File: src/hw/rtl/dcpid_pkg.sv
// Shared types and constants for the dual-channel PID controller.
`timescale 1ns / 1ps

package dcpid_pkg;

	// Field and register widths
	localparam int ERR_W     = 32;
	localparam int GAIN_W    = 16;
	localparam int SUM_W     = 48;
	localparam int ACC_W     = 48;
	localparam int DRIVE_W   = 32;
	localparam int CFG_IDX_W = 3;

	// Default channel count
	localparam int CHANNELS_DEF = 2;

	// Gain reset values, unsigned Q8.8
	localparam logic [GAIN_W-1:0] KP_RST = 16'd26;
	localparam logic [GAIN_W-1:0] KI_RST = 16'd77;
	localparam logic [GAIN_W-1:0] KD_RST = 16'd13;

	// Configuration register indexes
	localparam logic [CFG_IDX_W-1:0] REG_KP_X = 3'd0;
	localparam logic [CFG_IDX_W-1:0] REG_KI_X = 3'd1;
	localparam logic [CFG_IDX_W-1:0] REG_KD_X = 3'd2;
	localparam logic [CFG_IDX_W-1:0] REG_KP_Y = 3'd3;
	localparam logic [CFG_IDX_W-1:0] REG_KI_Y = 3'd4;
	localparam logic [CFG_IDX_W-1:0] REG_KD_Y = 3'd5;

	// Control law select
	localparam logic FUNC_POS = 1'b0;
	localparam logic FUNC_INC = 1'b1;

	// Gain bank select
	localparam logic BANK_X = 1'b0;
	localparam logic BANK_Y = 1'b1;

	typedef struct packed {
		logic [GAIN_W-1:0] kp;
		logic [GAIN_W-1:0] ki;
		logic [GAIN_W-1:0] kd;
	} gain_t;

	typedef struct packed {
		logic signed [ERR_W-1:0] last_err;
		logic signed [ERR_W-1:0] prev_err;
		logic signed [SUM_W-1:0] err_sum;
		logic signed [ACC_W-1:0] out_acc;
	} chan_state_t;

endpackage

File: src/hw/rtl/dcpid_gains.sv
// Gain register file with per-bank readout.
`timescale 1ns / 1ps

module dcpid_gains
	import dcpid_pkg::*;
(
	input  logic                 clk,
	input  logic                 arst_n,
	input  logic                 cfg_we,
	input  logic [CFG_IDX_W-1:0] cfg_index,
	input  logic [GAIN_W-1:0]    cfg_data,
	input  logic                 bank,
	output gain_t                gains
);

	gain_t gain_x_q;
	gain_t gain_y_q;

	// Write one gain register; drop writes to unknown indexes
	always_ff @(posedge clk or negedge arst_n) begin
		if (!arst_n) begin
			gain_x_q <= '{kp: KP_RST, ki: KI_RST, kd: KD_RST};
			gain_y_q <= '{kp: KP_RST, ki: KI_RST, kd: KD_RST};
		end else if (cfg_we) begin
			case (cfg_index)
				REG_KP_X: gain_x_q.kp <= cfg_data;
				REG_KI_X: gain_x_q.ki <= cfg_data;
				REG_KD_X: gain_x_q.kd <= cfg_data;
				REG_KP_Y: gain_y_q.kp <= cfg_data;
				REG_KI_Y: gain_y_q.ki <= cfg_data;
				REG_KD_Y: gain_y_q.kd <= cfg_data;
				default: ;
			endcase
		end
	end

	// Select the bank for the transaction at hand
	assign gains = (bank == BANK_Y) ? gain_y_q : gain_x_q;

endmodule

File: config.mk
export PLATFORM = sky130hd
export DESIGN_NAME = dcpid_gains
export DESIGN_NICKNAME = d
export VERILOG_FILES = /design/src/hw/rtl/dcpid_pkg.sv /design/src/hw/rtl/dcpid_gains.sv
export SDC_FILE = /design/constraint.sdc
export NUM_CORES = 1
export LEC_CHECK = 0
export BUFFER_PORTS_ARGS = -buffer_cell sky130_fd_sc_hd__buf_2
export CAP_MARGIN = 20
export CORE_ASPECT_RATIO = 0.6
export CORE_MARGIN = 4
export CORE_UTILIZATION = 50
export CTS_CLUSTER_DIAMETER = 120
export DETAILED_ROUTE_END_ITERATION = 16
export GPL_ROUTABILITY_DRIVEN = 1
export PLACE_DENSITY = 0.72
export REMOVE_ABC_BUFFERS = 1
export SLEW_MARGIN = 20
export SYNTH_ARGS = -nofsm -noshare
export SYNTH_HDL_FRONTEND = slang
export SYNTH_SLANG_ARGS = --single-unit
File: constraint.sdc
create_clock -name clk -period 1.4 [get_ports clk]
set_clock_uncertainty 0.05 [all_clocks]
set_input_delay 0.07 -clock clk [delete_from_list [all_inputs] [get_ports clk]]
set_output_delay 0.07 -clock clk [all_outputs]
set_load 0.02 [all_outputs]
==> results of run 1 <==
[worst paths after layout]
| kind | end | slack (ns) | cells after the start |
|---|---|---|---|
| max in group asynchronous | gain_x_q[3]$_DFFE_PN1P_ | 0.49 | 3 |
| setup / recovery | gains[36] | 0.09 | 2 |
| hold reg to reg | gain_y_q[9]$_DFFE_PN0P_ | 0.45 | 1 |
| hold / removal | gain_x_q[44]$_DFFE_PN0P_ | 0.008 | 2 |
| setup reg to reg | gain_x_q[46]$_DFFE_PN0P_ | 0.57 | 1 |
| min in group asynchronous | gain_y_q[20]$_DFFE_PN0P_ | 0.18 | 2 |
[synth_stat cells]
| cell | instances | area share (%) |
|---|---|---|
| dfrtp_1 | 76 | 44 |
| buf_8 | 1 | 0.35 |
| clkbuf_1 | 2 | 0.17 |
| buf_6 | 7 | 1.8 |
| nand4b_2 | 2 | 0.70 |
| nor4b_4 | 1 | 0.55 |
| buf_2 | 5 | 0.58 |
| dfstp_2 | 20 | 12 |
| and4bb_2 | 3 | 0.87 |
| mux2_2 | 134 | 35 |
| mux2_4 | 10 | 3.5 |
[routing by layer]
metal	wire (um)	track usage (%)	vias up
met1	3980	25.0	1283
met4	44	4.34	0
li1	-	-	1130
met5	0	0	-
met2	3820	27.8	53
met3	464	5.82	4
[metrics by stage]
stage | worst slack, ns | TNS [ns]
after floorplan | -0.114 | -1.08
after global placement | 0.132 | 0
after detailed placement | 0.103 | 0
after CTS | 0.0806 | 0
after global routing | 0.0427 | 0
final | 0.0937 | 0
[state kept, by name (all words and copies together) (netlist names)]
name	count
gain_y_q	48
gain_x_q	48
[cell families (layout without fill, tap and decap cells)]
kind of cell	count (synthesis)	after routing	synth area share [%]
multiplexers	144	144	38.5
flip-flops	96	96	56.4
buffers and inverters	15	111	2.94
AND/OR/NAND/NOR	6	6	2.12
[worst max-delay path, delay by kind of cell, from the launching register on]
family,cells,cell delay (ns)
mux,1,0.16
flops,1,0.53
buf+inv,1,0.17
[report_power, final]
group          switching [uW]  internal (uW)
sequential                282           3480
combinational            1010           1070
clock                     939           1580
total                    2230           6120
[timing repair]
action / CTS / global route
hold buffers: 12 / 0
gates resized for setup: 0 / 0
hold endpoints to repair: 71 / 0
[final cells by class]
type | instances | area (sq um) | area share [%]
Sequential cell | 96 | 2430 | 46.1
Multi-Input combinational cell | 150 | 1750 | 33.2
Timing Repair Buffer | 95 | 633 | 12.0
Clock buffer | 14 | 284 | 5.39
Tap cell | 108 | 135 | 2.57
Clock inverter | 2 | 35.0 | 0.665
==> metrics.yaml, run 1 <==
floorplan:
  core-area_sq_um: 8130
  die_w_um: 128
  initial_core_util_pct: 52.9
  rows: 25
  die_area_sq_um: 10200
  dieHeight_um: 79.9
  ios: 71
layout:
  diodes: 0
  drive_gt1_share_pct: 75.1
  syn_to_final_growth_pct: 22.3
  final_core_util_pct: 64.7
  nets: 375
  fin_area_sq_um: 5270
  num-fill-cells: 600
  final_cell_mix: "mux2_2, dfrtp_1, buf_2, dfstp_2, dlygate4sd3_1"
  instances_no_fill: 465
  final_common_cell: "mux2_2"
sta:
  setup_viol: 0
  fin_hold_ws_ns: 0.00765
  tightest_slew_ns: 0.437
  rsz0062_at_grt: "no"
  drv_slew: 0
  slew_headroom_pct: 70.9
  fmax_ghz: 0.766
  layout_min_cycle_time_ns: 1.31
  hold_viol_final: 0
  post-route-period-util_pct: 93.3
placement:
  placedCellCount: 437
  hpwl_um: 5560
  finalWeightedCongestion: 0.750
  placed_cell_area_sq_um: 4830
  port_buffers: 70
setup_path:
  path_cells: "mux2_2, buf_2"
  required_ns: 1.28
  r2r_start: "gain_x_q[46]$_DFFE_PN0P_"
  crit_start: "gain_y_q[36]$_DFFE_PN1P_"
  worstSetupPathType: "reg2out"
  slowest_stage: "dfstp_2"
  end_kind: "primary output"
  worstPathArrival_ns: 1.19
  critPathMaxFanout: 2
  worst_path_largest_cell_delay_ns: 0.53
  cp-start-kind: "flop"
clocking:
  cts_root_buf: "clkbuf_16"
  cts_buffer_depth: 2
  cts_setup_buffers: 0
  numClockSinks: 96
  htree_levels: 3
  numCtsBuffers: 9
  path_clk_slew_ns: 0.06
  insertion_delay_ns: 0.33
  tritoncts: "built"
grt:
  grt_pass1_vias: 2695
  grt_pass1_wl_um: 14100
  grt_max_degree: 49
  antenna_found_initial: 0
  grt_overflow: 0
  track_usage_pct: 18.1
synth:
  synthesis.area_sq_um: 4300
  synth_cells: 261
  syn_avg_cell_area_sq_um: 16.5
  yosysWarnings: 0
  yosysSeqAreaShare_pct: 56.4
  yosysUniqueCellTypes: 11
  yosys_register_bits: 96
flow_run:
  maxCapViolations: 0
pwr:
  p_per_area_nw_per_um2: 1590
  cellLeakagePower_uw: 0.00236
  power_uw: 8350
  peakVddDrop_mv: 0.843
detailed_routing:
  drt_wl_total_um: 8310
  drtIter0Drc: 133
  vias_per_cell: 5.31
  dr_total_vias: 2470
  ant_nets: 0
  firstDrtPassIters: 4
  post_drt_wl_per_cell_um: 17.9
  drc_errors: 0
hold_path:
  hold_class: "in2reg"
  holdCritStartpoint: "cfg_data[12]"
run_status:
  status: "completed"
No activity file was read; power rests on OpenSTA's default activity.
==> run 2: changes to the inputs <==
--- a/config.mk
+++ b/config.mk
@@ -7,13 +7,15 @@
 export LEC_CHECK = 0
 export BUFFER_PORTS_ARGS = -buffer_cell sky130_fd_sc_hd__buf_2
 export CAP_MARGIN = 20
+export CELL_PAD_IN_SITES_DETAIL_PLACEMENT = 1
+export CELL_PAD_IN_SITES_GLOBAL_PLACEMENT = 1
 export CORE_ASPECT_RATIO = 0.6
 export CORE_MARGIN = 4
 export CORE_UTILIZATION = 50
 export CTS_CLUSTER_DIAMETER = 120
 export DETAILED_ROUTE_END_ITERATION = 16
 export GPL_ROUTABILITY_DRIVEN = 1
-export PLACE_DENSITY = 0.72
+export PLACE_DENSITY_LB_ADDON = 0.1
 export REMOVE_ABC_BUFFERS = 1
 export SLEW_MARGIN = 20
 export SYNTH_ARGS = -nofsm -noshare
==> run 2 against run 1 <==
Via count up 1.1%; critical path depth unchanged; clock-buffer cell count down 1; clock power up 10%; final cell count up 0.43%; routed wire length up 13%; global-route usage up 2.5 points; register-to-register slack worse by 0.04 ns; total power up 4.1%.
==> metrics.yaml, run 2 (synthesized netlist as in run 1, its figures left out) <==
run_status:
  status: "completed"
detailed_routing:
  dr_total_vias: 2498  # +1.1%
  vias_per_cell: 5.35  # +0.70%
  drtIter0Drc: 97  # -27%
  post_drt_wl_per_cell_um: 20.1  # +12%
  drt_wl_total_um: 9380  # +13%
  drc_errors: 0  # unchanged
  firstDrtPassIters: 4  # unchanged
  ant_nets: 0  # unchanged
grt:
  grt_pass1_vias: 2871  # +6.5%
  antenna_found_initial: 0  # unchanged
  grt_max_degree: 40  # -18%
  grt_pass1_wl_um: 15800  # +12%
  track_usage_pct: 20.6  # +2.5 points
  grt_overflow: 0  # unchanged
hold_path:
  hold_class: "in2reg"
sta:
  rsz0062_at_grt: "no"
  slew_headroom_pct: 73.7  # +2.9 points
  fmax_ghz: 0.762  # -0.46%
  drv_slew: 0  # unchanged
  tightest_slew_ns: 0.394  # -0.0430 ns
  setup_viol: 0  # unchanged
  hold_viol_final: 0  # unchanged
  layout_min_cycle_time_ns: 1.31  # +0.00602 ns
  post-route-period-util_pct: 93.7  # +0.43 points
clocking:
  path_clk_slew_ns: 0.06  # about the same
  numClockSinks: 96  # unchanged
  cts_root_buf: "clkbuf_16"
  ctsResizeCount: 0  # unchanged
  htree_levels: 3  # unchanged
  cts_buffer_depth: 2  # unchanged
  tritoncts: "built"
  numCtsBuffers: 9  # unchanged
  insertion_delay_ns: 0.33  # about the same
pwr:
  cellLeakagePower_uw: 0.00239  # +1.6%
  peakVddDrop_mv: 0.980  # +16%
  p_per_area_nw_per_um2: 1620  # +1.9%
floorplan:
  rows: 25  # unchanged
  dieHeight_um: 79.9  # unchanged
  initial_core_util_pct: 52.9  # unchanged
  ios: 71  # unchanged
  die_area_sq_um: 10200  # unchanged
  die_w_um: 128  # unchanged
  core-area_sq_um: 8130  # unchanged
placement:
  port_buffers: 70  # unchanged
  hpwl_um: 6240  # +12%
  placed_cell_area_sq_um: 4910  # +1.7%
  finalWeightedCongestion: 0.709  # -5.4%
setup_path:
  worstSetupPathType: "reg2out"
  worstPathArrival_ns: 1.19  # about the same
  required_ns: 1.28  # about the same
  end_kind: "primary output"
  critPathMaxFanout: 2  # unchanged
  cp-start-kind: "flop"
flow_run:
  maxCapViolations: 0  # unchanged
layout:
  final_common_cell: "mux2_2"
  final_core_util_pct: 66.1  # +1.4 points
  num-fill-cells: 742  # +24%
  syn_to_final_growth_pct: 25.0
  final_cell_mix: "mux2_2, dfrtp_1, buf_2, dfstp_2, dlygate4sd3_1"
  nets: 377  # +0.53%
  largest_registers: "gain_x_q: 48 flops, gain_y_q: 48 flops"
  diodes: 0  # unchanged
  fin_area_sq_um: 5380  # +2.2%
  drive_gt1_share_pct: 74.4  # -0.70 points
[run 2: cell count changes in the layout (fill, tap and decap cells not counted), sizes merged]
cell / before / now
buf: 83 / 84
bufinv: 1 / 3
clkbuf: 14 / 13
clkinv: 1 / 0
dlygate4sd3: 12 / 13
[run 2: path summary, 6_finish.rpt]
kind	cells past startpoint	startpoint	end	slack, ns
max in group asynchronous	3	arst_n	gain_x_q[0]$_DFFE_PN1P_	0.58
min in group asynchronous	2	arst_n	gain_x_q[4]$_DFFE_PN0P_	0.15
worst max register to register	1	gain_x_q[24]$_DFFE_PN0P_	gain_x_q[24]$_DFFE_PN0P_	0.53
worst min register to register	1	gain_x_q[17]$_DFFE_PN0P_	gain_x_q[17]$_DFFE_PN0P_	0.45
worst max-delay path	2	gain_y_q[35]$_DFFE_PN1P_	gains[35]	0.09
worst min-delay path	2	cfg_data[2]	gain_y_q[2]$_DFFE_PN1P_	0.01
[run 2: through the flow]
step                total power [uW]  TNS, ns  cells  worst slack [ns]  hold slack, ns
global route                    9150        0    467            0.0397         0.00909
floorplan                       5150    -1.08    246            -0.114          -0.276
finish                          8700        0    467            0.0877          0.0120
global placement                5840        0    438             0.134         -0.0371
CTS                             8790        0    467            0.0702         0.00521
detailed placement              5940        0    438            0.0914         -0.0307
[run 2: area by class of cell]
class                           instances  area (sq um)  share of cell area (%)
Sequential cell                        96          2430                    45.1
Multi-Input combinational cell        150          1750                    32.5
Timing Repair Buffer                   97           726                    13.5
Clock buffer                           13           250                    4.65
Tap cell                              108           135                    2.51
Clock inverter                          3          90.1                    1.67
[run 2: layer usage]
layer | GRT usage [%] | share of wire [%] | vias up
met5 | 0 | 0 | -
met4 | 4.45 | 0.70 | 0
met3 | 5.41 | 4.1 | 7
met2 | 34.1 | 49 | 48
met1 | 27.4 | 47 | 1309
li1 | - | - | 1134
[run 2: where the power goes]
| group | total (uW) | leakage (uW) | switching, uW | internal, uW |
|---|---|---|---|---|
| Sequential | 3800 | 0.00112 | 322 | 3480 |
| Combinational | 2130 | 0.00111 | 1040 | 1090 |
| Clock | 2770 | 0.000164 | 973 | 1800 |
[run 2: repair_timing]
| item | CTS | global route |
|---|---|---|
| endpoints found under the hold margin | 119 | 0 |
| setup buffers | 0 | 0 |
| hold buffers | 13 | 0 |
[run 2: worst max-delay path, stage by stage (launching register included)]
cell and delay (ns):
dfstp_2 0.53, mux2_2 0.17, buf_2 0.16
==> run 3: changes to the inputs <==
--- a/config.mk
+++ b/config.mk
@@ -17,6 +17,7 @@
 export GPL_ROUTABILITY_DRIVEN = 1
 export PLACE_DENSITY_LB_ADDON = 0.1
 export REMOVE_ABC_BUFFERS = 1
+export SETUP_SLACK_MARGIN = 0.3
 export SLEW_MARGIN = 20
 export SYNTH_ARGS = -nofsm -noshare
 export SYNTH_HDL_FRONTEND = slang
==> run 3 against run 2 <==
The run now fails in 5_1_grt; synthesized cell count did not move; synthesized area did not move.
==> metrics.yaml, run 3 <==
grt:
  antenna_found_initial: 2
  grt_max_degree: 40
synth:
  syn_avg_cell_area_sq_um: 16.5  # unchanged
  yosysUniqueCellTypes: 11  # unchanged
  ys.flop_type: "dfrtp_1"
  synth_cells: 261  # unchanged
  yosysMostFrequentCell: "mux2_2"
  async_reset_ff_share_pct: 100  # unchanged
  synth_edf_count: 0  # unchanged
  yosys_register_bits: 96  # unchanged
  synthTopCellsByCount: "mux2_2, dfrtp_1, dfstp_2"
  yosysSeqAreaShare_pct: 56.4  # unchanged
  synth_area_leaders: "dfrtp_1, mux2_2, dfstp_2, mux2_4, buf_6"
  yosysWarnings: 0  # unchanged
  yosys.area.top_type_share_pct: 44.2  # unchanged
  synth_top_cell_by_area: "dfrtp_1"
  synthesis.area_sq_um: 4300  # unchanged
placement:
  hpwl_um: 6240  # unchanged
  finalWeightedCongestion: 0.709  # unchanged
  port_buffers: 70  # unchanged
run_status:
  haltStage: "5_1_grt"
  status: "did not finish"
  error_line: "[ERROR DPL-0033] detailed placement checks failed during check placement."
floorplan:
  initial_core_util_pct: 52.9  # unchanged
  die_w_um: 128  # unchanged
  dieHeight_um: 79.9  # unchanged
  ios: 71  # unchanged
  rows: 25  # unchanged
clocking:
  numCtsBuffers: 9  # unchanged
  cts_buffer_depth: 2  # unchanged
  cts_root_buf: "clkbuf_16"
  numClockSinks: 96  # unchanged
  htree_levels: 3  # unchanged
sta:
  worst_endpoint: "gains[43]"
  worstEndpointType: "primary output"
-- run 3: cell counts after synthesis --
Identical to the previous run, type by type.
-- run 3: cell families after synthesis --
family / count (synthesis) / synth area share (%)
DFF: 96 / 56.4
muxes: 144 / 38.5
and+or+nand+nor: 6 / 2.12
buffers and inverters: 15 / 2.94
-- run 3: metrics by stage --
stage	instance area, sq um	setup TNS [ns]	std cells	setup slack, ns
floorplan	4180	-1.08	246	-0.114
global placement	4910	0	438	0.134
detailed placement	4910	0	438	0.0914
CTS	5850	0	477	0.0921
-- run 3: repair_timing --
action	CTS
resized for setup	121
endpoints found under the setup margin	48
hold endpoints to repair	119
hold buffers	13
buffers inserted	10
pin swaps	0
==> run 4: changes to the inputs <==
==> config.mk (replaced) <==
export PLATFORM = sky130hd
export DESIGN_NAME = dcpid_gains
export DESIGN_NICKNAME = d
export VERILOG_FILES = /design/src/hw/rtl/dcpid_pkg.sv /design/src/hw/rtl/dcpid_gains.sv
export SDC_FILE = /design/constraint.sdc
export NUM_CORES = 1
export LEC_CHECK = 0
export BUFFER_PORTS_ARGS = -buffer_cell sky130_fd_sc_hd__buf_2
export CAP_MARGIN = 20
export CORE_MARGIN = 4
export CORE_UTILIZATION = 35
export DETAILED_ROUTE_END_ITERATION = 16
export GPL_ROUTABILITY_DRIVEN = 1
export PLACE_DENSITY_LB_ADDON = 0.15
export REMOVE_ABC_BUFFERS = 1
export SLEW_MARGIN = 20
export SYNTH_ARGS = -nofsm -noshare
export SYNTH_HDL_FRONTEND = slang
export SYNTH_SLANG_ARGS = --single-unit
==> run 4 against run 3 <==
The run now ends clean.
==> metrics.yaml, run 4 (synthesized netlist as in run 1, its figures left out) <==
grt:
  grt_pass1_wl_um: 14700
  antenna_found_initial: 0
  grt_pass1_vias: 2684
  track_usage_pct: 13.2
  grt_overflow: 0
  grt_max_degree: 97
clocking:
  numCtsBuffers: 9  # unchanged
  path_clk_slew_ns: 0.06
  cts_setup_buffers: 0  # -10
  insertion_delay_ns: 0.33
  tritoncts: "built"
  cts_buffer_depth: 2  # unchanged
  cts_root_buf: "clkbuf_16"
  htree_levels: 3  # unchanged
  numClockSinks: 96  # unchanged
placement:
  hpwl_um: 5620  # -9.8%
  placed_cell_area_sq_um: 4880  # -0.54%
  port_buffers: 70  # unchanged
  placedCellCount: 472  # +7.8%
  finalWeightedCongestion: 0.649  # -8.5%
detailed_routing:
  dr_total_vias: 2452
  vias_per_cell: 4.89
  ant_nets: 0
  post_drt_wl_per_cell_um: 17.6
  drt_wl_total_um: 8840
  firstDrtPassIters: 4
  drc_errors: 0
  drtIter0Drc: 90
floorplan:
  ios: 71  # unchanged
  initial_core_util_pct: 35.8  # -17 points
  dieHeight_um: 119  # +49%
  core-area_sq_um: 12000
  rows: 40  # +60%
  die_area_sq_um: 14100
  die_w_um: 119  # -7.0%
hold_path:
  hold_class: "in2reg"
layout:
  instances_no_fill: 501
  final_cell_mix: "mux2_2, dfrtp_1, buf_2, dfstp_2, dlygate4sd3_1"
  final_common_cell: "mux2_2"
  diodes: 0
  drive_gt1_share_pct: 74.6
  nets: 372
  largest_registers: "gain_x_q: 48 flops, gain_y_q: 48 flops"
  fin_area_sq_um: 5340
  syn_to_final_growth_pct: 24.0
sta:
  slew_headroom_pct: 63.5
  rsz0062_at_grt: "no"
  tightest_slew_ns: 0.548
  drv_slew: 0
  post-route-period-util_pct: 92.5
  fin_setup_tns_ns: 0
  hold_viol_final: 0
  layout_min_cycle_time_ns: 1.30
  setup_viol: 0
  fmax_ghz: 0.772
setup_path:
  worstSetupPathType: "reg2out"
  worstPathArrival_ns: 1.18
  critPathMaxFanout: 2
  end_kind: "primary output"
  cp-start-kind: "flop"
  required_ns: 1.28
pwr:
  p_per_area_nw_per_um2: 1580
  cellLeakagePower_uw: 0.00235
  peakVddDrop_mv: 1.02
run_status:
  status: "completed"
flow_run:
  maxCapViolations: 0
==> run 4: final timing paths <==
kind	end	from	depth (start not counted)	slack (ns)
min in group asynchronous	gain_y_q[24]$_DFFE_PN0P_	arst_n	3	0.24
min reg2reg	gain_y_q[45]$_DFFE_PN0P_	gain_y_q[45]$_DFFE_PN0P_	1	0.45
max	gains[33]	gain_y_q[33]$_DFFE_PN1P_	2	0.10
max in group asynchronous	gain_x_q[19]$_DFFE_PN1P_	arst_n	3	0.60
min	gain_y_q[19]$_DFFE_PN1P_	cfg_data[3]	2	0.01
max reg2reg	gain_x_q[43]$_DFFE_PN0P_	gain_x_q[43]$_DFFE_PN0P_	1	0.59
==> run 4: metal layers <==
layer	global-route usage [%]	part of all wire, %	wire length [um]	up-vias
li1	-	-	-	1130
met1	17.8	46	4100	1256
met2	21.5	49	4310	57
met3	3.56	4.0	351	9
met4	3.04	0.79	70	0
met5	0	0	0	-
==> run 4: final cells by class <==
class                      instances  area [sq um]
sequential                        96          2430
timing repair buffer              92           651
clock inverter                     5          80.1
clock buffer                      11           243
tap                              147           184
fill                            1136          6680
multi-input combinational        150          1750
==> run 4: timing repair <==
item / CTS / global route
hold endpoints to repair: 133 / 0
hold buffers: 13 / 0
resized for setup: 0 / 0
==> run 4: stage by stage <==
stage               power (uW)  hold slack (ns)  util [%]  setup WS, ns
floorplan                 5150           -0.276         -        -0.114
CTS                       8580         0.000210      44.4        0.0837
global placement          5850            0.120      40.6         0.119
detailed placement        5900            0.116      40.6        0.0956
global route              8900          0.00861      44.4        0.0578
finish                    8440           0.0109      44.4         0.105
==> run 4: where the power goes <==
part,internal [uW],switching [uW],total [uW]
Sequential,3480,274,3750
Combinational,1070,1000,2070
Clock,1610,1000,2610
Total,6160,2280,8440
==> run 4: critical path, cell delays in order (launching register included) <==
cell and delay (ns):
dfstp_2 0.54, mux2_2 0.15, buf_2 0.16
